<file path="src/hw/rtl/assert_macros.svh">
// assertion macros used by the scheduler rtl
`ifndef ASSERT_MACROS_SVH
`define ASSERT_MACROS_SVH

// condition holds in the same cycle as the trigger
`define NPPS_ASSERT_IMP(lbl, clk, rst, ante, cons, msg) \
   lbl: assert property (@(posedge clk) disable iff (rst) (ante) |-> (cons)) else $error(msg);

// condition holds in the cycle after the trigger
`define NPPS_ASSERT_NXT(lbl, clk, rst, ante, cons, msg) \
   lbl: assert property (@(posedge clk) disable iff (rst) (ante) |=> (cons)) else $error(msg);

// condition holds at every edge
`define NPPS_ASSERT_ALWAYS(lbl, clk, rst, cond, msg) \
   lbl: assert property (@(posedge clk) disable iff (rst) (cond)) else $error(msg);

`endif

</file>
<file path="src/hw/rtl/npps_pkg.sv">
// types and constants of the priority scheduler
`default_nettype none

package npps_pkg;

   localparam int MAX_PROCESSES = 64;
   localparam int IDX_W  = (MAX_PROCESSES > 1) ? $clog2(MAX_PROCESSES) : 1;
   localparam int CNT_W  = $clog2(MAX_PROCESSES + 1);
   localparam int ARR_W  = 16;
   localparam int BUR_W  = 16;
   localparam int PRI_W  = 8;
   localparam int ID_W   = 7;
   localparam int TIME_W = 24;
   localparam int REQ_DATA_W = 40;
   localparam int RSP_DATA_W = 120;

   typedef struct packed {
      logic [PRI_W-1:0] prio;
      logic [BUR_W-1:0] burst;
      logic [ARR_W-1:0] arrival;
   } job_entry_type;

   typedef struct packed {
      logic              valid;
      logic [IDX_W-1:0]  idx;
      job_entry_type     job;
   } cand_type;

   typedef struct packed {
      logic              clear;
      logic              mark;
      logic [IDX_W-1:0]  mark_idx;
      logic              scan_start;
      logic              rd_valid;
      logic [IDX_W-1:0]  rd_idx;
   } sel_ctrl_type;

   typedef enum logic [1:0] {
      S_LOAD,
      S_SCAN,
      S_PICK,
      S_EMIT
   } state_type;

endpackage

`default_nettype wire

</file>
<file path="src/hw/rtl/nonpreemptive_priority_scheduler_unit.sv">
// top level of the non-preemptive priority scheduler
//
// req channel: one job per item, tdata = {priority, burst, arrival}, tlast marks
// the final job of a set. Jobs are numbered 1 upward in load order; up to
// MAX_PROCESSES are kept, later ones are dropped and set the overflow flag.
// Loading accepts one item per cycle. The item carrying tlast starts the schedule.
// rsp channel: one item per scheduled job in execution order, with completion,
// turnaround and waiting times; tuser carries overflow, tlast the final result.
// Each result needs a scan of the job table through its single read port,
// followed by a pick step and an emit step.
// req_tready is low while a schedule runs; the next set may load while the
// final result still waits in the output register.
// A stalled rsp side holds the output register and pauses the schedule.
// Reset (synchronous) clears the job count, done flags, clock and overflow;
// the job table itself needs no clearing since only loaded entries are read.
`default_nettype none

`include "assert_macros.svh"

module nonpreemptive_priority_scheduler_unit
   import npps_pkg::*;
(
   input  wire logic                  clock,
   input  wire logic                  reset,
   // req_tdata: arrival_time[15:0], burst_time[31:16], job_priority[39:32]
   input  wire logic [REQ_DATA_W-1:0] req_tdata,
   input  wire logic                  req_tlast,
   input  wire logic                  req_tvalid,
   output logic                       req_tready,
   // rsp_tdata: job_id[6:0], job_arrival[22:7], job_burst[38:23], job_prio[46:39],
   // completion_time[70:47], turnaround_time[94:71], waiting_time[118:95], pad
   output logic [RSP_DATA_W-1:0]      rsp_tdata,
   // rsp_tuser: overflow
   output logic                       rsp_tuser,
   output logic                       rsp_tlast,
   output logic                       rsp_tvalid,
   input  wire logic                  rsp_tready
);

   localparam logic [CNT_W-1:0] CNT_ONE = CNT_W'(1);
   localparam logic [CNT_W-1:0] CNT_CAP = CNT_W'(MAX_PROCESSES);

   state_type state_ff, state_in;

   // set and schedule bookkeeping
   logic [CNT_W-1:0]  count_ff, count_in;
   logic              overflow_ff, overflow_in;
   logic [TIME_W-1:0] time_ff, time_in;
   logic [CNT_W-1:0]  k_ff, k_in;
   logic [CNT_W-1:0]  issue_ff, issue_in;
   logic              rd_pend_ff, rd_pend_in;
   logic [IDX_W-1:0]  rd_idx_ff;

   // picked job and its times
   cand_type          pick_ff, pick_in;
   logic [TIME_W-1:0] compl_ff, compl_in;
   logic [TIME_W-1:0] wait_ff, wait_in;

   // output register
   logic                  rsp_valid_ff, rsp_valid_in;
   logic [RSP_DATA_W-1:0] rsp_data_ff, rsp_data_in;
   logic                  rsp_last_ff, rsp_last_in;
   logic                  rsp_user_ff, rsp_user_in;

   logic              req_fire;
   logic              issue;
   logic              scan_done;
   logic              emit_fire;
   logic              emit_last;
   logic [TIME_W-1:0] start_time;
   logic [TIME_W-1:0] turn_time;
   job_entry_type     req_job;
   job_entry_type     rd_data;
   sel_ctrl_type      sel_ctrl;
   cand_type          cand_arr;
   cand_type          cand_early;

   assign req_job   = job_entry_type'(req_tdata);
   assign req_fire  = req_tvalid && req_tready;
   assign issue     = (state_ff == S_SCAN) && (issue_ff < count_ff);
   assign scan_done = (state_ff == S_SCAN) && (issue_ff == count_ff) && !rd_pend_ff;
   assign emit_fire = (state_ff == S_EMIT) && (!rsp_valid_ff || rsp_tready);
   assign emit_last = (k_ff + CNT_ONE) == count_ff;

   npps_job_mem u_mem (
      .clock   (clock),
      .wr_en   (req_fire && (count_ff < CNT_CAP)),
      .wr_addr (count_ff[IDX_W-1:0]),
      .wr_data (req_job),
      .rd_en   (issue),
      .rd_addr (issue_ff[IDX_W-1:0]),
      .rd_data (rd_data)
   );

   npps_select u_sel (
      .clock      (clock),
      .reset      (reset),
      .ctrl       (sel_ctrl),
      .rd_data    (rd_data),
      .time_now   (time_ff),
      .cand_arr   (cand_arr),
      .cand_early (cand_early)
   );

   // next state
   always_comb begin
      state_in = state_ff;
      case (state_ff)
         S_LOAD: begin
            if (req_fire && req_tlast) begin
               state_in = S_SCAN;
            end
         end
         S_SCAN: begin
            if (scan_done) begin
               state_in = S_PICK;
            end
         end
         S_PICK: begin
            state_in = S_EMIT;
         end
         S_EMIT: begin
            if (emit_fire) begin
               state_in = emit_last ? S_LOAD : S_SCAN;
            end
         end
         default: begin
            state_in = S_LOAD;
         end
      endcase
   end

   // outputs and datapath
   always_comb begin
      req_tready   = (state_ff == S_LOAD);
      count_in     = count_ff;
      overflow_in  = overflow_ff;
      time_in      = time_ff;
      k_in         = k_ff;
      issue_in     = issue_ff;
      rd_pend_in   = issue;
      pick_in      = pick_ff;
      compl_in     = compl_ff;
      wait_in      = wait_ff;
      rsp_valid_in = rsp_valid_ff && !rsp_tready;
      rsp_data_in  = rsp_data_ff;
      rsp_last_in  = rsp_last_ff;
      rsp_user_in  = rsp_user_ff;
      sel_ctrl     = '{clear: 1'b0, mark: 1'b0, mark_idx: pick_in.idx,
                       scan_start: 1'b0, rd_valid: rd_pend_ff, rd_idx: rd_idx_ff};
      // the clock jumps to the earliest pending arrival when nothing has arrived
      start_time = cand_arr.valid ? time_ff : TIME_W'(cand_early.job.arrival);
      turn_time  = compl_ff - TIME_W'(pick_ff.job.arrival);

      case (state_ff)
         S_LOAD: begin
            if (req_fire) begin
               if (count_ff < CNT_CAP) begin
                  count_in = count_ff + CNT_ONE;
               end else begin
                  overflow_in = 1'b1;
               end
               if (req_tlast) begin
                  sel_ctrl.scan_start = 1'b1;
                  issue_in            = '0;
               end
            end
         end
         S_SCAN: begin
            if (issue) begin
               issue_in = issue_ff + CNT_ONE;
            end
         end
         S_PICK: begin
            pick_in           = cand_arr.valid ? cand_arr : cand_early;
            compl_in          = start_time + TIME_W'(pick_in.job.burst);
            wait_in           = start_time - TIME_W'(pick_in.job.arrival);
            time_in           = compl_in;
            sel_ctrl.mark     = 1'b1;
            sel_ctrl.mark_idx = pick_in.idx;
         end
         S_EMIT: begin
            if (emit_fire) begin
               rsp_valid_in = 1'b1;
               rsp_data_in  = {1'b0, wait_ff, turn_time, compl_ff, pick_ff.job.prio,
                               pick_ff.job.burst, pick_ff.job.arrival,
                               ID_W'(pick_ff.idx) + ID_W'(1)};
               rsp_last_in  = emit_last;
               rsp_user_in  = overflow_ff;
               if (emit_last) begin
                  // set closed: back to the reset picture
                  count_in       = '0;
                  overflow_in    = 1'b0;
                  time_in        = '0;
                  k_in           = '0;
                  sel_ctrl.clear = 1'b1;
               end else begin
                  k_in                = k_ff + CNT_ONE;
                  issue_in            = '0;
                  sel_ctrl.scan_start = 1'b1;
               end
            end
         end
         default: begin
         end
      endcase
   end

   always_ff @(posedge clock) begin
      if (reset) begin
         state_ff     <= S_LOAD;
         count_ff     <= '0;
         overflow_ff  <= 1'b0;
         time_ff      <= '0;
         k_ff         <= '0;
         issue_ff     <= '0;
         rd_pend_ff   <= 1'b0;
         rsp_valid_ff <= 1'b0;
      end else begin
         state_ff     <= state_in;
         count_ff     <= count_in;
         overflow_ff  <= overflow_in;
         time_ff      <= time_in;
         k_ff         <= k_in;
         issue_ff     <= issue_in;
         rd_pend_ff   <= rd_pend_in;
         rsp_valid_ff <= rsp_valid_in;
      end
   end

   always_ff @(posedge clock) begin
      rd_idx_ff   <= issue_ff[IDX_W-1:0];
      pick_ff     <= pick_in;
      compl_ff    <= compl_in;
      wait_ff     <= wait_in;
      rsp_data_ff <= rsp_data_in;
      rsp_last_ff <= rsp_last_in;
      rsp_user_ff <= rsp_user_in;
   end

   assign rsp_tvalid = rsp_valid_ff;
   assign rsp_tdata  = rsp_data_ff;
   assign rsp_tlast  = rsp_last_ff;
   assign rsp_tuser  = rsp_user_ff;

   `NPPS_ASSERT_IMP(a_pick_has_cand, clock, reset, state_ff == S_PICK, cand_arr.valid || cand_early.valid, "no unfinished job found at pick")
   `NPPS_ASSERT_ALWAYS(a_count_cap, clock, reset, count_ff <= CNT_CAP, "job count beyond capacity")
   `NPPS_ASSERT_NXT(a_set_closes, clock, reset, emit_fire && emit_last, (count_ff == '0) && (state_ff == S_LOAD), "set not closed after final result")

endmodule

`default_nettype wire

</file>
<file path="src/hw/rtl/npps_job_mem.sv">
// job table: one write port, one registered read port
`default_nettype none

module npps_job_mem
   import npps_pkg::*;
(
   input  wire logic           clock,
   input  wire logic           wr_en,
   input  wire logic [IDX_W-1:0] wr_addr,
   input  wire job_entry_type  wr_data,
   input  wire logic           rd_en,
   input  wire logic [IDX_W-1:0] rd_addr,
   output job_entry_type       rd_data
);

   job_entry_type mem [MAX_PROCESSES];
   job_entry_type rd_data_ff;

   always_ff @(posedge clock) begin
      if (wr_en) begin
         mem[wr_addr] <= wr_data;
      end
   end

   always_ff @(posedge clock) begin
      if (rd_en) begin
         rd_data_ff <= mem[rd_addr];
      end
   end

   assign rd_data = rd_data_ff;

endmodule

`default_nettype wire

</file>
<file path="src/hw/rtl/npps_select.sv">
// done flags and running best-candidate search over the job table
`default_nettype none

module npps_select
   import npps_pkg::*;
(
   input  wire logic              clock,
   input  wire logic              reset,
   input  wire sel_ctrl_type      ctrl,
   input  wire job_entry_type     rd_data,
   input  wire logic [TIME_W-1:0] time_now,
   output cand_type               cand_arr,
   output cand_type               cand_early
);

   logic [MAX_PROCESSES-1:0] done_ff, done_in;
   cand_type                 arr_ff, arr_in;
   cand_type                 early_ff, early_in;
   logic                     live;
   logic                     arrived;
   logic                     arr_better;
   logic                     early_better;

   always_comb begin
      done_in = done_ff;
      if (ctrl.clear) begin
         done_in = '0;
      end else if (ctrl.mark) begin
         done_in[ctrl.mark_idx] = 1'b1;
      end
   end

   always_comb begin
      live    = ctrl.rd_valid && !done_ff[ctrl.rd_idx];
      arrived = TIME_W'(rd_data.arrival) <= time_now;
      // highest priority, then earliest arrival; equal keeps the lower id
      arr_better = !arr_ff.valid || (rd_data.prio > arr_ff.job.prio) ||
                   ((rd_data.prio == arr_ff.job.prio) &&
                    (rd_data.arrival < arr_ff.job.arrival));
      // earliest arrival, then highest priority; used when the clock jumps
      early_better = !early_ff.valid || (rd_data.arrival < early_ff.job.arrival) ||
                     ((rd_data.arrival == early_ff.job.arrival) &&
                      (rd_data.prio > early_ff.job.prio));
      arr_in   = arr_ff;
      early_in = early_ff;
      if (ctrl.scan_start) begin
         arr_in.valid   = 1'b0;
         early_in.valid = 1'b0;
      end else if (live) begin
         if (arrived && arr_better) begin
            arr_in = '{valid: 1'b1, idx: ctrl.rd_idx, job: rd_data};
         end
         if (early_better) begin
            early_in = '{valid: 1'b1, idx: ctrl.rd_idx, job: rd_data};
         end
      end
   end

   always_ff @(posedge clock) begin
      if (reset) begin
         done_ff  <= '0;
         arr_ff   <= '0;
         early_ff <= '0;
      end else begin
         done_ff  <= done_in;
         arr_ff   <= arr_in;
         early_ff <= early_in;
      end
   end

   assign cand_arr   = arr_ff;
   assign cand_early = early_ff;

endmodule

`default_nettype wire
</file>
<file path="config.mk">
export PLATFORM = sky130hd
export DESIGN_NAME = nonpreemptive_priority_scheduler_unit
export DESIGN_NICKNAME = d
export VERILOG_FILES = /design/src/hw/rtl/npps_pkg.sv /design/src/hw/rtl/nonpreemptive_priority_scheduler_unit.sv /design/src/hw/rtl/npps_job_mem.sv /design/src/hw/rtl/npps_select.sv
export VERILOG_INCLUDE_DIRS = /design/src /design/src/hw/rtl
export SDC_FILE = /design/constraint.sdc
export NUM_CORES = 2
export LEC_CHECK = 0
export ABC_CLOCK_PERIOD_IN_PS = 7100
export BUFFER_PORTS_ARGS = -buffer_cell sky130_fd_sc_hd__buf_4
export CAP_MARGIN = 40
export CORE_ASPECT_RATIO = 2
export CORE_MARGIN = 1
export CORE_UTILIZATION = 55
export CTS_BUF_LIST = sky130_fd_sc_hd__clkbuf_2
export CTS_CLUSTER_DIAMETER = 50
export CTS_CLUSTER_SIZE = 28
export DETAILED_ROUTE_END_ITERATION = 6
export PLACE_DENSITY = 0.82
export RECOVER_POWER = 100
export SKIP_CTS_REPAIR_TIMING = 1
export SYNTH_ARGS = -nofsm -noshare
export SYNTH_HDL_FRONTEND = slang
export SYNTH_HIERARCHICAL = 1
export SYNTH_SLANG_ARGS = --single-unit
</file>
<file path="constraint.sdc">
create_clock -name clock -period 7.1 [get_ports clock]
set_input_delay 1.065 -clock clock [delete_from_list [all_inputs] [get_ports clock]]
set_output_delay 1.065 -clock clock [all_outputs]
set_load 0.02 [all_outputs]
</file>
==> run metrics <==
status complete, but fails checks; failing checks max-capacitance violations, max-slew violations; compound-gate portion of the synthesized area 4.17%; total power draw 30.5 mW; GRT Total Usage 26.8%; Worst Tran Pin Value 4.08 ns; nets 6,521; worst path bufs/invs 2; clk sinks 3,029; Die Ht 660 um; drt pass-1 iters 7; die width 331 um; H-tree Lvls 4; Largest delay share family, worst path flip-flops; post-synthesis cell count 6,137; Worst slew margin -172%; Post-Synthesis Mean Instance Area 19.4 um2; part of the cycle the worst path needs 84.2%; VDD IR-drop max 137 uV; Hold Slack 0.403 ns; Synth Area in XOR/XNOR 0.478%; clock-pin slew on the worst setup and hold paths 0.48 ns; register area share after synthesis 74.5%; mux cell area share after synthesis 14.1%; Max-cap violations 127; Tmin final 5.98 ns; #FFs+latches synth 3,029; Register Area 0.0888 mm2; cell row count 241; final cell count without fillers 9,214; setup_tns 0 ns; DR WL/cell 31.7 um; Top Ports 169; Initial Util 55.3%; most used cell, CP buf_4; cts bufs inserted 142; Setup WS post-layout 1.12 ns; vias per cell 6.67; Initial DRC Count 7,321; pwr/cell area 244 mW/mm2; largest fanout on the critical path 40; Clock Tree Root clkbuf_2; routed vias 61,500; share of cells above drive strength 1 15.8%; HP Class in -> reg; largest net degree at the start of global routing 115; fraction of registers with async set or reset after synthesis 0%; first-pass GRT wire length 419,000 um; DPL Wire Length 185,000 um; critical path data required time 8.52 ns; CP max stage cell dfxtp_1; Max Clock Freq 167 MHz; Synth Area in Adders 1.37%; post-route ant nets 0; Syn Nets 6,311; Placed Cells 8,948; number of global-route vias before repair 62,600; Syn. warnings 6; Netlist cell types 77; RSZ-0062 raised after global routing no; area grow syn2layout 4.90%; CP Cell Sequence buf_4 -> nor2_1 -> nand2_1 -> buf_4 -> o22ai_1 -> nor4_1 -> o22a_1; Slew Limit Fails 5,398; Core ar. 0.215 mm2; Synth Flop Type edfxtp_1; dpl ws 2.81 ns; Worst-Skew Late Latency 1.80 ns; area of the mapped netlist 0.119 mm2; global placer's final weighted congestion 0.924; simple-gate area share of the yosys netlist 3.64%; IO Port Bufs 167; CP Class reg -> reg; antenna violations before repair 14; DIE AREA 0.219 mm2; startpoint types flop; static leakage 37.5 nW; number of synthesized flops with an enable pin 2,815; main combinational cell family by area after synthesis multiplexers; clk_skew 0.180 ns; Area after DPL 0.125 mm2; Core Util, Final 58.1%; Final Cell Area 0.125 mm2; overflow left after global routing 0; Multi-input gate area 0.0286 mm2; final hold violations 0; filler cell count 15,100; Bufs on Longest Clock Path 4; number of remaining DRC errors 0; CTS tree built; Final Setup Violations 0; WP data arrival 7.39 ns; Worst setup EP type flop; Slowest Stage Delay on Critical Path 2.19 ns; Detailed Route WL 292,000 um
==> metal layers <==
layer	routed length, um	vias up	global-route usage, %
met4	24300	10	18.4
met5	69	-	0
met1	90000	31500	28.9
met2	156000	3627	48.3
met3	21800	995	3.25
li1	-	25300	-
==> worst reg2reg max path, cell delays in order, from the launching register on <==
cell and delay (ns):
dfxtp_1 2.19, buf_4 0.68, nor2_1 0.10, nand2_1 0.13, buf_4 0.48, o22ai_1 0.26, nor4_1 0.89, o22a_1 0.98
==> cell type report <==
| cell class | instances | share of cell area (%) |
|---|---|---|
| diodes | 22 | 0.0440 |
| clock buffers | 166 | 0.665 |
| clock inverters | 29 | 0.326 |
| inverters | 120 | 0.361 |
| multi-input cells | 2671 | 22.9 |
| flip-flops and latches | 3029 | 71.1 |
| well taps | 2794 | 2.80 |
| repair buffers | 383 | 1.89 |
==> final timing paths <==
kind,from,slack (ns),end,depth (start not counted)
worst max-delay path,issue_ff[2]$_SDFFE_PP0P_,1.12,u_mem/rd_data[0]$_DFFE_PP_,7
worst min-delay path,reset,0.40,count_ff[3]$_SDFFE_PP0P_,3
worst max register to register,issue_ff[2]$_SDFFE_PP0P_,1.12,u_mem/rd_data[0]$_DFFE_PP_,7
worst min register to register,wait_ff[5]$_DFFE_PP_,0.43,rsp_tdata[100]$_DFFE_PP_,0
==> synthesized netlist by cell type (45+ instances only) <==
cell	instances	area [um2]
nor2_1	244	916
clkbuf_1	127	477
mux2_2	74	833
buf_2	95	475
mux2i_1	188	1880
o22ai_1	144	901
buf_4	52	390
a21oi_1	208	1040
nor4_1	45	282
o21ai_0	60	300
inv_1	120	450
edfxtp_1	2815	84500
ha_1	126	1580
dfxtp_1	214	4280
nand2b_1	161	1010
mux4_2	624	14100
nand2_1	136	510
==> registers in the layout, indices dropped and copies added (netlist names), 24 cells and up <==
signal,count
u_mem/mem,2560
u_sel/cand_early,47
compl_ff,24
rsp_tdata,119
pick_ff,46
u_sel/done_ff,64
u_mem/rd_data,40
wait_ff,24
u_sel/cand_arr,47
time_ff,24
==> where the power goes <==
group | leakage, nW | switching (mW) | total, mW | internal [mW]
clock | 0.879 | 4.92 | 5.77 | 0.854
combinational | 9.53 | 2.62 | 4.17 | 1.55
sequential | 27.1 | 0.285 | 20.5 | 20.2
==> layout by cell type, fill, tap and decap left out, types with 18 or more instances in the layout <==
cell / instances
mux2_2: 50
nor3_1: 24
a211oi_1: 20
and3_1: 33
mux2i_1: 188
a22o_1: 23
mux2_1: 24
a21o_1: 18
o22a_1: 26
o22ai_1: 144
o221ai_1: 44
nor4_1: 44
nor2_4: 37
diode_2: 22
nand2_1: 136
clkbuf_1: 242
o21a_1: 20
edfxtp_1: 2815
a22oi_1: 31
xor2_1: 29
a31oi_1: 19
xnor2_1: 36
o31ai_1: 25
nand2b_1: 160
mux4_2: 624
ha_1: 126
clkbuf_2: 169
buf_4: 58
dfxtp_1: 213
nand3_1: 37
nor2b_1: 30
dlygate4sd3_1: 46
nor2_1: 208
inv_1: 118
o21ai_0: 60
and2_0: 19
or4_1: 26
nand4_1: 20
a221oi_1: 38
a21oi_1: 208
==> cells by family (layout without fill, tap and decap cells) <==
kind of cell / count (synthesis) / count (layout)
compound gates: 750 / 750
xor+xnor: 65 / 65
fa+ha+maj: 129 / 129
buf+inv: 437 / 698
flops: 3029 / 3029
mux: 886 / 886
other cells: 1 / 23
simple gates: 840 / 840
Note: power is estimated with default switching activity, not from simulation.
